**config.mk**
```make
export PLATFORM = sky130hd
export DESIGN_NAME = flash_erase_program_sequencer
export DESIGN_NICKNAME = d
export VERILOG_FILES = /design/src/design/fles_pkg.sv /design/src/design/flash_erase_program_sequencer.sv
export SDC_FILE = /design/constraint.sdc
export NUM_CORES = 1
export LEC_CHECK = 0
export ABC_AREA = 1
export BUFFER_PORTS_ARGS = -buffer_cell sky130_fd_sc_hd__buf_2
export CAP_MARGIN = 20
export CORE_MARGIN = 1.5
export CORE_UTILIZATION = 39
export DETAILED_ROUTE_END_ITERATION = 10
export PLACE_DENSITY = 0.56
export SETUP_SLACK_MARGIN = 0.02
export SLEW_MARGIN = 10
export SYNTH_ARGS = -nofsm -noshare
export SYNTH_HDL_FRONTEND = slang
export SYNTH_SLANG_ARGS = --single-unit
```
**constraint.sdc**
```tcl
create_clock -name i_clk -period 4.6 [get_ports i_clk]
set_input_delay 0.92 -clock i_clk [delete_from_list [all_inputs] [get_ports i_clk]]
set_output_delay 0.92 -clock i_clk [all_outputs]
set_load 0.02 [all_outputs]
```
**src/design/fles_pkg.sv**
```systemverilog
`timescale 1ns / 1ps

package fles_pkg;

    localparam int SECTOR_BYTES_DEF = 4096;
    localparam int PAGE_BYTES_DEF   = 256;
    localparam int ADDR_BITS_DEF    = 24;

    localparam int FIELD_W     = 24;
    localparam int LEN_W       = 9;
    localparam int CFG_ADDR_W  = 3;
    localparam int CFG_DATA_W  = 32;

    typedef logic [0:0] t_reg_idx;
    localparam t_reg_idx REG_TARGET_ADDRESS = 1'b0;
    localparam t_reg_idx REG_IMAGE_BYTES    = 1'b1;

    typedef enum logic [1:0] {
        CMD_NONE    = 2'd0,
        CMD_ERASE   = 2'd1,
        CMD_PROGRAM = 2'd2
    } t_cmd;

    typedef enum logic [1:0] {
        PH_INIT    = 2'd0,
        PH_ERASE   = 2'd1,
        PH_PROGRAM = 2'd2
    } t_phase;

    typedef struct packed {
        t_cmd               command;
        logic [FIELD_W-1:0] command_address;
        logic [LEN_W-1:0]   program_length;
        logic [FIELD_W-1:0] buffer_offset;
        logic               finished;
    } t_result;

endpackage

```
**src/design/flash_erase_program_sequencer.sv**
```systemverilog
`timescale 1ns / 1ps

// Channel   | Valid        | Stall        | Payload
// poll in   | i_in_valid   | o_in_stall   | i_flash_busy
// result    | o_out_valid  | i_out_stall  | o_command, o_command_address, o_program_length,
//           |              |              | o_buffer_offset, o_finished
// config    | psel/penable | pready (=1)  | pwrite, paddr, pwdata, prdata
//
// One poll transfer per cycle while o_in_stall is low; its result is registered into the
// output register, or into the skid register when the output stalls.
// The sequencer state is updated in the same cycle that the poll is taken.
// A skid register holds one result while the output stalls; o_in_stall rises only
// when both the output and skid registers are full.
// i_rst_n clears phase, range state, registers and valid flags synchronously.
// SECTOR_BYTES is taken as a power of two.

module flash_erase_program_sequencer
    import fles_pkg::*;
#(
    parameter int SECTOR_BYTES = SECTOR_BYTES_DEF,
    parameter int PAGE_BYTES   = PAGE_BYTES_DEF,
    parameter int ADDR_BITS    = ADDR_BITS_DEF
) (
    input  logic                  i_clk,
    input  logic                  i_rst_n,

    input  logic                  i_in_valid,
    output logic                  o_in_stall,
    input  logic                  i_flash_busy,

    output logic                  o_out_valid,
    input  logic                  i_out_stall,
    output logic [1:0]            o_command,
    output logic [FIELD_W-1:0]    o_command_address,
    output logic [LEN_W-1:0]      o_program_length,
    output logic [FIELD_W-1:0]    o_buffer_offset,
    output logic                  o_finished,

    input  logic                  psel,
    input  logic                  penable,
    input  logic                  pwrite,
    input  logic [CFG_ADDR_W-1:0] paddr,
    input  logic [CFG_DATA_W-1:0] pwdata,
    output logic [CFG_DATA_W-1:0] prdata,
    output logic                  pready
);

    localparam int W_W = $clog2(PAGE_BYTES + 1);
    localparam int SUM_W = FIELD_W + 1;
    localparam logic [ADDR_BITS-1:0] SECTOR_MASK =
        ADDR_BITS'(~(64'(SECTOR_BYTES) - 64'd1));
    localparam logic [ADDR_BITS-1:0] SECTOR_STEP = ADDR_BITS'(64'(SECTOR_BYTES));
    localparam logic [FIELD_W-1:0]   PAGE_LIMIT  = FIELD_W'(PAGE_BYTES);

    logic [FIELD_W-1:0]   r_target_address;
    logic [FIELD_W-1:0]   r_image_bytes;

    t_phase               r_phase, n_phase;
    logic [ADDR_BITS-1:0] r_cur, n_cur;
    logic [ADDR_BITS-1:0] r_end, n_end;
    logic [FIELD_W-1:0]   r_left, n_left;
    logic [FIELD_W-1:0]   r_src, n_src;

    t_result              r_out, r_skid, n_res;
    logic                 r_out_valid, r_skid_valid;

    logic                 in_fire, out_free, cfg_wr;
    logic [ADDR_BITS-1:0] load_cur, load_end;
    logic [SUM_W-1:0]     range_sum;
    logic [W_W-1:0]       page_w;

    assign in_fire  = i_in_valid && !r_skid_valid;
    assign out_free = !r_out_valid || !i_out_stall;
    assign cfg_wr   = psel && penable && pwrite && pready;

    assign o_in_stall        = r_skid_valid;
    assign o_out_valid       = r_out_valid;
    assign o_command         = r_out.command;
    assign o_command_address = r_out.command_address;
    assign o_program_length  = r_out.program_length;
    assign o_buffer_offset   = r_out.buffer_offset;
    assign o_finished        = r_out.finished;
    assign pready            = 1'b1;

    always_comb begin
        case (t_reg_idx'(paddr[2]))
            REG_TARGET_ADDRESS: prdata = CFG_DATA_W'(r_target_address);
            REG_IMAGE_BYTES:    prdata = CFG_DATA_W'(r_image_bytes);
            default:            prdata = '0;
        endcase
    end

    always_ff @(posedge i_clk) begin
        if (!i_rst_n) begin
            r_target_address <= '0;
            r_image_bytes    <= '0;
        end else if (cfg_wr) begin
            case (t_reg_idx'(paddr[2]))
                REG_TARGET_ADDRESS: r_target_address <= pwdata[FIELD_W-1:0];
                REG_IMAGE_BYTES:    r_image_bytes    <= pwdata[FIELD_W-1:0];
                default: ;
            endcase
        end
    end

    assign range_sum = SUM_W'(r_target_address) + SUM_W'(r_image_bytes);
    assign load_cur  = ADDR_BITS'(r_target_address);
    assign load_end  = ADDR_BITS'(range_sum);
    assign page_w    = (r_left > PAGE_LIMIT) ? W_W'(PAGE_BYTES) : W_W'(r_left);

    always_comb begin
        n_phase = r_phase;
        n_cur   = r_cur;
        n_end   = r_end;
        n_left  = r_left;
        n_src   = r_src;
        n_res   = '{command: CMD_NONE, default: '0};
        if (!i_flash_busy) begin
            case (r_phase)
                PH_INIT: begin
                    n_cur   = load_cur & SECTOR_MASK;
                    n_end   = load_end & SECTOR_MASK;
                    n_left  = r_image_bytes;
                    n_src   = '0;
                    n_phase = PH_ERASE;
                end
                PH_ERASE: begin
                    n_res.command         = CMD_ERASE;
                    n_res.command_address = FIELD_W'(r_cur);
                    n_cur                 = r_cur + SECTOR_STEP;
                    if (r_cur == r_end) begin
                        n_cur   = load_cur;
                        n_end   = load_end;
                        n_left  = r_image_bytes;
                        n_src   = '0;
                        n_phase = PH_PROGRAM;
                    end
                end
                PH_PROGRAM: begin
                    n_res.command         = CMD_PROGRAM;
                    n_res.command_address = FIELD_W'(r_cur);
                    n_res.program_length  = LEN_W'(page_w);
                    n_res.buffer_offset   = r_src;
                    n_cur                 = r_cur + ADDR_BITS'(page_w);
                    n_src                 = r_src + FIELD_W'(page_w);
                    n_left                = r_left - FIELD_W'(page_w);
                    if (n_left == '0) begin
                        n_res.finished = 1'b1;
                        n_phase        = PH_INIT;
                    end
                end
                default: begin
                    n_phase = PH_INIT;
                end
            endcase
        end
    end

    always_ff @(posedge i_clk) begin
        if (!i_rst_n) begin
            r_phase <= PH_INIT;
            r_cur   <= '0;
            r_end   <= '0;
            r_left  <= '0;
            r_src   <= '0;
        end else if (in_fire) begin
            r_phase <= n_phase;
            r_cur   <= n_cur;
            r_end   <= n_end;
            r_left  <= n_left;
            r_src   <= n_src;
        end
    end

    always_ff @(posedge i_clk) begin
        if (!i_rst_n) begin
            r_out_valid  <= 1'b0;
            r_skid_valid <= 1'b0;
        end else begin
            if (out_free) begin
                r_out_valid  <= r_skid_valid || in_fire;
                r_skid_valid <= 1'b0;
            end else if (in_fire) begin
                r_skid_valid <= 1'b1;
            end
        end
    end

    always_ff @(posedge i_clk) begin
        if (out_free) begin
            if (r_skid_valid) begin
                r_out <= r_skid;
            end else if (in_fire) begin
                r_out <= n_res;
            end
        end
        if (in_fire && (r_skid_valid || !out_free)) begin
            r_skid <= n_res;
        end
    end

    a_skid_needs_out: assert property (@(posedge i_clk) disable iff (!i_rst_n)
        r_skid_valid |-> r_out_valid)
        else $error("skid holds a result while output register is empty");

    a_finish_on_program: assert property (@(posedge i_clk) disable iff (!i_rst_n)
        (r_out_valid && r_out.finished) |-> (r_out.command == CMD_PROGRAM))
        else $error("finished reported without a page program");

    a_busy_holds_state: assert property (@(posedge i_clk) disable iff (!i_rst_n)
        (in_fire && i_flash_busy) |=> ($stable(r_phase) && $stable(r_cur) && $stable(r_left)))
        else $error("busy poll changed sequencer state");

    a_none_is_zero: assert property (@(posedge i_clk) disable iff (!i_rst_n)
        (r_out_valid && r_out.command == CMD_NONE) |->
        (r_out.command_address == '0 && r_out.program_length == '0 &&
         r_out.buffer_offset == '0 && !r_out.finished))
        else $error("idle result carries nonzero fields");

    a_erase_leads_program: assert property (@(posedge i_clk) disable iff (!i_rst_n)
        (in_fire && r_phase == PH_INIT && !i_flash_busy) |=> (r_phase == PH_ERASE))
        else $error("idle poll at start did not enter erase");

endmodule
```
==> impl_results.md, run 1 <==
* Row cnt at 71
* Crit path buffers/inverters at 2
* Detailed Route WL at 43.2 mm
* ANT cells at 0
* FMAX at 0.256 GHz
* Max Cap Viol at 0
* CTS tree: done
* CP max stage delay at 0.47 ns
* Worst hold slack at 0.473 ns
* DRC at 0
* Fin. max-slew vios at 0
* Dpl cell area at 15,700 um2
* Crit path max-delay family: simple AND/OR/NAND/NOR gates
* Multi-input logic area at 7130 um2
* Critical Path AT at 4.40 ns
* Slew @ Worst Pin at 1.01 ns
* Sink Count at 268
* CP max-delay cell: fa_1
* IO Pins at 138
* Critical Path Sink Type: register
* Layout area overhead at 12.6%
* Power Density at 353 nW/um2
* Worst setup margin at 0.694 ns
* CTS Buf Count at 30
* Final min period at 3.91 ns
* Mapped Cells at 1,929
* First-pass DRT Iterations at 5
* Setup Crit Path Kind: reg -> reg
* Worst-path cell chain: inv_2 -> nand2_4 -> nor2_4 -> nand2_2 -> nor2_4 -> nand2_4 -> nor2_1 -> inv_1 -> fa_1 -> o21ai_0 -> a21oi_1 -> or2_2 -> a21oi_1 -> nand3_1 -> nor2_1 -> nand3_1 -> a21oi_1
* Die height at 198 um
* Detailed placement HPWL at 31.4 mm
* FILL cells at 3,819
* Hold_buf cts at 0
* Outcome: finished clean
* Final Skew at 0.0105 ns
* Port buffer count at 118
* Final Hold Vio Count at 0
* H-tree Lvls at 1
* Avg Vias per Cell at 5.11
* Top-area cell type share of the netlist area at 24.4%
* Total Nets Final at 2,098
* Initial Utilization at 39.4%
* Clock Path Buffers at 3
* Pre-CTS setup slack at 0.733 ns
* Finished Cell Area at 16,600 um2
* RSZ-0062 raised after global routing: false
* P_leak at 6.79 nW
* # setup viols final at 0
* Ys async rst share at 0%
* Setup slack, reg-to-reg at 0.69 ns
* CP Launch Type: register
* DR WL/cell at 17.0 um
* Number of post-CTS setup repair buffers at 0
* Synthesized area at 14,800 um2
* Grt total ovfl at 0
* Syn Area/Cell at 7.65 um2
* Clock Tree Root: clkbuf_16
* DIE WIDTH at 198 um
* Setup TNS at 0 ns
* CORE AREA at 37,500 um2
* Ranking of synthesized cells by area: edfxtp_1 (24%), dfxtp_1 (20%), nand2_1 (13%)
* Most frequent CP cell: a21oi_1
* Max-slew headroom at 32.7%
* Seq/Total Area, Yosys at 44.5%
* Routed via count at 13,000
* Hold Crit Class: reg -> reg
* Routed Antenna Nets at 0
* Peak VDD IR at 0.241 mV
* Register area at 6570 um2
* Starting DRT DRC Count at 939
* Worst-Skew Late Latency at 0.57 ns
* Die area at 39,000 um2
* Most common cell after layout, fill and taps aside: nand2_1
* Top_reg_cell synth: dfxtp_1
* Worst setup path start: r_left[10]
* Tot GR Track Use at 21.9%
* Hold_sp: r_src[22]
* Vias in the first global route at 12,000
* Commonest non-fill, non-tap cells in the layout: nand2_1 (498), a21oi_1 (184), nor2_1 (173)
* Register bit total from synthesis at 268
* Post-synth EDFFs at 120
* Reg-to-Reg Start: r_left[10]
* Pin count of the biggest net entering global routing at 76
* Data required, critical path at 5.10 ns
* Crit Path Max Fanout at 23
* Initial antenna violation count at 0
* Final period util at 84.9%
* Synth area leader: edfxtp_1
* First-pass GRT wire length at 66.9 mm
* Placer Congestion at 0.926
* Warnings, synthesis at 0
* Cells resized by post-CTS repair at 0
* Share of layout cells above drive strength 1 at 12.1%
* Clk pin slew, worst setup/hold paths at 0.06 ns
* Netlist cell types at 50
==> cell usage after synthesis (9+ instances only) <==
| cell | instances |
|---|---|
| ha_1 | 49 |
| clkbuf_1 | 58 |
| xor2_1 | 37 |
| o211ai_1 | 12 |
| buf_4 | 10 |
| nand4_1 | 23 |
| edfxtp_1 | 120 |
| o22ai_1 | 19 |
| o21ai_0 | 141 |
| buf_2 | 15 |
| dfxtp_1 | 148 |
| nor2_4 | 9 |
| nand2_1 | 498 |
| xnor2_1 | 12 |
| inv_1 | 159 |
| or2_2 | 10 |
| nand3_1 | 77 |
| a21oi_1 | 185 |
| inv_2 | 14 |
| nand2_2 | 12 |
| o21ai_1 | 16 |
| nor2_1 | 174 |
| a31oi_1 | 10 |
| nor3_1 | 43 |
==> kinds of logic after synthesis <==
logic type,count (synthesis),share of synthesized area (%)
AOI/OAI and AO/OA,413,15.2
xor gates and xnor gates,49,2.91
adders and majority gates,52,4.56
other,2,0.0509
buffers and inverters,273,7.55
and+or+nand+nor,872,25.2
DFF,268,44.5
==> path summary, 6_finish.rpt <==
check,endpoint,cells after the start
worst max-delay path,r_src[20],17
worst min-delay path,r_src[22],2
worst max register to register,r_src[20],17
worst min register to register,r_src[22],2
==> through the flow <==
step	power, W	utilization [%]	cells
after floorplan	0.00335	-	1937
after global placement	0.00359	41.8	2482
after detailed placement	0.00360	41.8	2482
after CTS	0.00592	44.3	2538
after global routing	0.00612	44.3	2538
final	0.00587	44.3	2538
==> worst register-to-register path: stages, from the launching register on <==
cell	delay, ns
dfxtp_1	0.36
inv_2	0.10
nand2_4	0.06
nor2_4	0.17
nand2_2	0.09
nor2_4	0.15
nand2_4	0.19
nor2_1	0.39
inv_1	0.14
fa_1	0.47
o21ai_0	0.31
a21oi_1	0.13
or2_2	0.30
a21oi_1	0.33
nand3_1	0.20
nor2_1	0.19
nand3_1	0.10
a21oi_1	0.16
==> flip-flops by register name (all words and copies together), names as in the netlist, 2 cells and up <==
register,count
o_program_length,9
r_phase,2
r_left,24
o_command_address,24
r_image_bytes,24
r_end,24
r_src,24
r_cur,24
r_skid,60
load_cur,24
o_buffer_offset,24
o_command,2
==> where the power goes <==
part / internal [W] / total (W) / leakage [nW] / switching (W)
logic: 0.000260 / 0.000918 / 3.96 / 0.000658
registers: 0.00257 / 0.00264 / 2.38 / 0.0000691
clock network: 0.00132 / 0.00231 / 0.453 / 0.000992
==> final cells by class <==
type                    instances  share of cell area (%)
clock inverters                14                   0.587
well taps                     511                    3.85
clock buffers                  42                    5.04
multi-input cells            1396                    42.9
repair buffers                131                    4.14
flip-flops and latches        268                    39.5
inverters                     176                    3.98
==> routing by layer <==
metal,vias to the layer above,routed length [um],global-route usage (%)
li1,6570,-,-
met3,49,2570,2.58
met2,397,17900,32.5
met1,5943,21700,33.0
met4,0,1090,6.53
met5,-,0,0
Note: power is estimated with default switching activity, not from simulation.
==> inputs of run 2 (changes only) <==
--- a/config.mk
+++ b/config.mk
@@ -11,7 +11,7 @@
 export CORE_MARGIN = 1.5
 export CORE_UTILIZATION = 39
 export DETAILED_ROUTE_END_ITERATION = 10
-export PLACE_DENSITY = 0.56
+export PLACE_DENSITY = 0.54
 export SETUP_SLACK_MARGIN = 0.02
 export SLEW_MARGIN = 10
 export SYNTH_ARGS = -nofsm -noshare
==> constraint.sdc (replaced) <==
create_clock -name i_clk -period 3.6 [get_ports i_clk]
set_input_delay 0.72 -clock i_clk [delete_from_list [all_inputs] [get_ports i_clk]]
set_output_delay 0.72 -clock i_clk [all_outputs]
set_load 0.02 [all_outputs]
==> run 2 against run 1 <==
Compared with the run above:
- sequential share of layout area shrank 0.68 points
- hold slack lost 0.057 ns
- register-to-register slack lost 0.44 ns
- flip-flop and latch count is the same
- die area is the same
==> impl_results.md, run 2 (synthesis gave the netlist of run 1 again) <==
* Routed via count at 12,900 (was 13,000)
* Power Density at 454 nW/um2 (was 353 nW/um2)
* First-pass DRT Iterations at 5 (unchanged)
* Pre-CTS setup slack at 0.187 ns (was 0.733 ns)
* Routed Antenna Nets at 0 (unchanged)
* Peak VDD IR at 0.368 mV (was 0.241 mV)
* Initial antenna violation count at 0 (unchanged)
* P_leak at 6.94 nW (was 6.79 nW)
* Crit Path Max Fanout at 10 (was 23)
* FMAX at 0.299 GHz (was 0.256 GHz)
* Setup TNS at 0 ns (unchanged)
* Max-slew headroom at 39.9% (was 32.7%)
* Hold_sp: pwdata[10] (was r_src[22])
* CORE AREA at 37,500 um2 (unchanged)
* FF-to-FF End: r_src[16] (was r_src[20])
* Data required, critical path at 4.05 ns (was 5.10 ns)
* Critical Path Sink Type: register (unchanged)
* Most common cell after layout, fill and taps aside: nand2_1 (unchanged)
* Reg with most FFs: r_skid (unchanged)
* Port buffer count at 118 (unchanged)
* Clock Path Buffers at 3 (unchanged)
* Detailed placement HPWL at 31.8 mm (was 31.4 mm)
* DR WL/cell at 16.9 um (was 17.0 um)
* Slew @ Worst Pin at 0.901 ns (was 1.01 ns)
* Commonest non-fill, non-tap cells in the layout: nand2_1 (498), a21oi_1 (184), nor2_1 (168) (was nand2_1 (498), a21oi_1 (184), nor2_1 (173))
* Outcome: finished clean (unchanged)
* Layout area overhead at 14.6% (was 12.6%)
* Reg2reg path depth at 17 (unchanged)
* DRC at 0 (unchanged)
* Final Hold Vio Count at 0 (unchanged)
* IO Pins at 138 (unchanged)
* Initial Utilization at 39.4% (unchanged)
* Final period util at 92.9% (was 84.9%)
* CTS Buf Count at 31 (was 30)
* Total Nets Final at 2,123 (was 2,098)
* Final min period at 3.34 ns (was 3.91 ns)
* Die height at 198 um (unchanged)
* Row cnt at 71 (unchanged)
* Post-Layout Cell Count at 2,561 (was 2,538)
* Setup slack, reg-to-reg at 0.26 ns (was 0.69 ns)
* Placer Congestion at 0.925 (was 0.926)
* Multi-input logic area at 7160 um2 (was 7130 um2)
* Clock Tree Root: clkbuf_16 (unchanged)
* Share of layout cells above drive strength 1 at 13.8% (was 12.1%)
* Avg Vias per Cell at 5.04 (was 5.11)
* Final Util at 45.1% (was 44.3%)
* H-tree Lvls at 1 (unchanged)
* Final Skew at 0.0112 ns (was 0.0105 ns)
* Starting DRT DRC Count at 917 (was 939)
* Worst-Skew Late Latency at 0.57 ns (about the same)
* Grt total ovfl at 0 (unchanged)
* DIE WIDTH at 198 um (unchanged)
* # setup viols final at 0 (unchanged)
* Max Cap Viol at 0 (unchanged)
* Die area at 39,000 um2 (unchanged)
* Clk pin slew, worst setup/hold paths at 0.06 ns (about the same)
* RSZ-0062 raised after global routing: false (unchanged)
* Vias in the first global route at 12,000 (about the same)
* ANT cells at 0 (unchanged)
* End of the worst hold path: r_image_bytes[10] (was r_src[22])
* Max reg flops at 60 (unchanged)
* Worst hold slack at 0.416 ns (was 0.473 ns)
* Tot GR Track Use at 22.2% (was 21.9%)
* Critical Path AT at 3.79 ns (was 4.40 ns)
* First-pass GRT wire length at 67.9 mm (was 66.9 mm)
* Worst setup margin at 0.256 ns (was 0.694 ns)
* Fin. max-slew vios at 0 (unchanged)
* Detailed Route WL at 43.3 mm (was 43.2 mm)
* Pin count of the biggest net entering global routing at 71 (was 76)
* CTS tree: done (unchanged)
* Hold Crit Class: in -> reg (was reg -> reg)
* Placed insts at 2,504 (was 2,482)
* Hold_buf cts at 0 (unchanged)
* FILL cells at 3,894 (was 3,819)
* CP Launch Type: register (unchanged)
* Register area at 6570 um2 (unchanged)
* Setup Crit Path Kind: reg -> reg (unchanged)
* Hold Crit Depth at 3 (was 2)
* Reg-to-Reg Start: r_left[10] (unchanged)
* Sink Count at 268 (unchanged)
==> run 2: cell count changes in the layout (fill, tap and decap cells not counted), moves of 2 or more <==
cell,previous run,this run
buf_4,13,36
clkbuf_1,9,4
clkinv_2,6,4
clkinvlp_4,2,6
nor2_1,173,168
nor2_2,7,10
nor2_4,10,12
o21ai_0,141,138
o21ai_1,16,18
==> run 2: how the worst max path moves through the flow <==
stage	from	endpoint	slack, ns	cells after the start
final	r_left[10]	r_src[16]	0.26	17
after global routing	r_left[15]	r_src[20]	0.001	18
after CTS	r_left[15]	r_src[20]	0.15	18
after detailed placement	r_left[15]	r_src[20]	0.19	18
after global placement	r_left[15]	r_src[20]	0.17	19
after floorplan	r_left[10]	r_src[20]	0.19	21
==> run 2: layer usage <==
| layer | global-route usage (%) | share of wire [%] |
|---|---|---|
| met5 | 0 | 0 |
| met2 | 33.2 | 42 |
| met3 | 2.12 | 4.8 |
| met4 | 5.48 | 2.3 |
| met1 | 33.9 | 51 |
==> run 2: where the power goes <==
group,switching (W),internal [W]
combinational,0.000855,0.000357
sequential,0.0000817,0.00328
clock,0.00131,0.00179
==> run 2: timing repair <==
| item | CTS | global route |
|---|---|---|
| gates resized for setup | 0 | 13 |
| endpoints found under the hold margin | 0 | 0 |
| setup buffers | 0 | 2 |
| endpoints found under the setup margin | 0 | 22 |
==> run 2: area by class of cell <==
type	count	share of cell area [%]
clock buffers	38	4.92
clock inverters	17	0.969
well taps	511	3.78
multi-input cells	1396	42.4
flip-flops and latches	268	38.8
repair buffers	155	5.21
inverters	176	3.91
==> run 2: critical path, cell delays in order, from the launching register on <==
cell,delay [ns]
dfxtp_1,0.35
inv_2,0.10
nand2_4,0.06
nor2_4,0.15
nand2_2,0.09
nor2_4,0.16
nand2_4,0.12
nor2_1,0.18
ha_1,0.20
inv_1,0.07
fa_1,0.45
o21ai_2,0.21
a21oi_1,0.10
or2_2,0.29
a21oi_1,0.20
nand3_1,0.17
o21ai_0,0.24
a21oi_1,0.09
==> run 2: stage by stage <==
stage,power (W),area (um2)
finish,0.00767,16900
CTS,0.00772,16900
floorplan,0.00428,14800
detailed placement,0.00463,15900
global route,0.00798,16900
global placement,0.00462,15900
==> inputs of run 3 (changes only) <==
--- a/config.mk
+++ b/config.mk
@@ -8,10 +8,13 @@
 export ABC_AREA = 1
 export BUFFER_PORTS_ARGS = -buffer_cell sky130_fd_sc_hd__buf_2
 export CAP_MARGIN = 20
+export CELL_PAD_IN_SITES_DETAIL_PLACEMENT = 0
+export CELL_PAD_IN_SITES_GLOBAL_PLACEMENT = 1
 export CORE_MARGIN = 1.5
 export CORE_UTILIZATION = 39
+export CTS_CLUSTER_DIAMETER = 80
 export DETAILED_ROUTE_END_ITERATION = 10
-export PLACE_DENSITY = 0.54
+export PLACE_DENSITY = 0.7
 export SETUP_SLACK_MARGIN = 0.02
 export SLEW_MARGIN = 10
 export SYNTH_ARGS = -nofsm -noshare
==> run 3 against run 2 <==
Compared with the run above:
- cell count is 0.23% higher
- via count hardly changed
- sequential share of layout area is 0.17 points lower
- fmax is 1.5% higher
- critical path depth is 1 higher
==> impl_results.md, run 3 (synthesis gave the netlist of run 1 again) <==
* Setup TNS at 0 ns (unchanged)
* Hold Crit Depth at 3 (unchanged)
* Final min period at 3.29 ns (was 3.34 ns)
* Initial Utilization at 39.4% (unchanged)
* Commonest non-fill, non-tap cells in the layout: nand2_1 (498), a21oi_1 (184), nor2_1 (170) (was nand2_1 (498), a21oi_1 (184), nor2_1 (168))
* Setup Crit Path Kind: reg -> reg (unchanged)
* Finished Cell Area at 17,000 um2 (was 16,900 um2)
* Tot GR Track Use at 22.8% (was 22.2%)
* Final period util at 91.5% (was 92.9%)
* Worst-Skew Late Latency at 0.55 ns (was 0.57 ns)
* Routed Antenna Nets at 0 (unchanged)
* Detailed placement HPWL at 32.4 mm (was 31.8 mm)
* # setup viols final at 0 (unchanged)
* Routed via count at 12,900 (about the same)
* IO Pins at 138 (unchanged)
* Layout area overhead at 15.1% (was 14.6%)
* DIE WIDTH at 198 um (unchanged)
* First-pass DRT Iterations at 5 (unchanged)
* Total power at 0.00797 W (was 0.00767 W)
* Vias in the first global route at 12,200 (was 12,000)
* Detailed Route WL at 43.8 mm (was 43.3 mm)
* Reg2reg path depth at 18 (was 17)
* Clock Path Buffers at 3 (unchanged)
* Avg Vias per Cell at 5.03 (was 5.04)
* Share of layout cells above drive strength 1 at 13.7% (was 13.8%)
* Max-slew headroom at 38.6% (was 39.9%)
* Data required, critical path at 4.08 ns (was 4.05 ns)
* Hold Crit Class: in -> reg (unchanged)
* Dpl cell area at 15,900 um2 (about the same)
* Final Hold Vio Count at 0 (unchanged)
* Total Nets Final at 2,126 (was 2,123)
* Die area at 39,000 um2 (unchanged)
* Number of post-CTS setup repair buffers at 0 (unchanged)
* Max Cap Viol at 0 (unchanged)
* Row cnt at 71 (unchanged)
* Initial antenna violation count at 0 (unchanged)
* Power Density at 469 nW/um2 (was 454 nW/um2)
* Worst hold slack at 0.456 ns (was 0.416 ns)
* Starting DRT DRC Count at 802 (was 917)
* P_leak at 7.00 nW (was 6.94 nW)
* CTS Buf Count at 34 (was 31)
* Outcome: finished clean (unchanged)
* Clk pin slew, worst setup/hold paths at 0.06 ns (about the same)
* Peak VDD IR at 0.352 mV (was 0.368 mV)
* H-tree Lvls at 2 (was 1)
* Slew @ Worst Pin at 0.920 ns (was 0.901 ns)
* Grt total ovfl at 0 (unchanged)
* Most common cell after layout, fill and taps aside: nand2_1 (unchanged)
* CTS tree: done (unchanged)
* Hold_buf cts at 0 (unchanged)
* Final Util at 45.3% (was 45.1%)
* DRC at 0 (unchanged)
* RSZ-0062 raised after global routing: false (unchanged)
* DR WL/cell at 17.1 um (was 16.9 um)
* Port buffer count at 118 (unchanged)
* Final Skew at 0.0249 ns (was 0.0112 ns)
* Setup slack, reg-to-reg at 0.31 ns (was 0.26 ns)
* Pin count of the biggest net entering global routing at 76 (was 71)
* Placer Congestion at 0.879 (was 0.925)
* CORE AREA at 37,500 um2 (unchanged)
* Clock Tree Root: clkbuf_16 (unchanged)
* Sink Count at 268 (unchanged)
* Critical Path Sink Type: register (unchanged)
* ANT cells at 0 (unchanged)
* First-pass GRT wire length at 68.9 mm (was 67.9 mm)
* Crit Path Max Fanout at 10 (unchanged)
* Die height at 198 um (unchanged)
* Fin. max-slew vios at 0 (unchanged)
* Reg with most FFs: r_skid (unchanged)
* CP Launch Type: register (unchanged)
* Max reg flops at 60 (unchanged)
* FMAX at 0.304 GHz (was 0.299 GHz)
* Critical Path AT at 3.77 ns (was 3.79 ns)
==> run 3: changes by cell type in the layout (fill, tap and decap cells not counted), moves of 2 or more <==
cell / before / now
o21ai_0: 138 / 136
o21ai_1: 18 / 20
clkinvlp_4: 6 / 2
clkbuf_1: 4 / 8
clkinv_4: 0 / 2
clkbuf_16: 31 / 34
nor2_1: 168 / 170
==> run 3: cell type report <==
class | count | area, um2
Fill cell | 3880 | 20500
Multi-Input combinational cell | 1396 | 7140
Sequential cell | 268 | 6570
Clock buffer | 45 | 922
Timing Repair Buffer | 155 | 868
Inverter | 176 | 662
Tap cell | 511 | 639
Clock inverter | 16 | 183
==> run 3: timing repair <==
action                                 4_1_cts  5_1_grt
resized for setup                            0       10
endpoints found under the hold margin        0        0
setup endpoints to repair                    0       13
==> run 3: layer usage <==
metal | share of wire (%) | track usage, % | vias up
met5 | 0 | 0 | -
met4 | 2.8 | 7.92 | 0
met3 | 5.3 | 3.23 | 51
met2 | 41 | 33.4 | 320
met1 | 51 | 33.9 | 5920
li1 | - | - | 6622
==> run 3: where the power goes <==
part | leakage [nW] | internal [W] | switching [W] | total (W)
logic | 4.08 | 0.000358 | 0.000856 | 0.00121
clock network | 0.533 | 0.00203 | 0.00136 | 0.00339
registers | 2.38 | 0.00328 | 0.0000777 | 0.00336
==> run 3: critical path, cell delays in order (launching register included) <==
cell,delay [ns]
dfxtp_1,0.33
inv_2,0.09
nand2_1,0.09
nor2_4,0.17
nand2_2,0.08
nor2_4,0.13
nand2_4,0.11
nor2_1,0.16
ha_1,0.21
inv_1,0.08
fa_1,0.44
o21ai_2,0.20
a21oi_1,0.10
or2_2,0.30
a21oi_1,0.20
nand3_1,0.18
nor2_2,0.16
nand3_1,0.09
a21oi_1,0.13
==> run 3: path summary, 6_finish.rpt <==
| kind | startpoint | endpoint |
|---|---|---|
| hold reg to reg | r_src[22] | r_src[22] |
| setup / recovery | r_left[14] | r_src[20] |
| setup reg to reg | r_left[14] | r_src[20] |
| hold / removal | pwdata[19] | r_image_bytes[19] |
==> run 3: through the flow <==
stage,std cells,worst slack [ns]
floorplan,1937,0.191
global placement,2506,0.142
detailed placement,2506,0.123
CTS,2567,0.120
global route,2567,0.0270
finish,2567,0.306
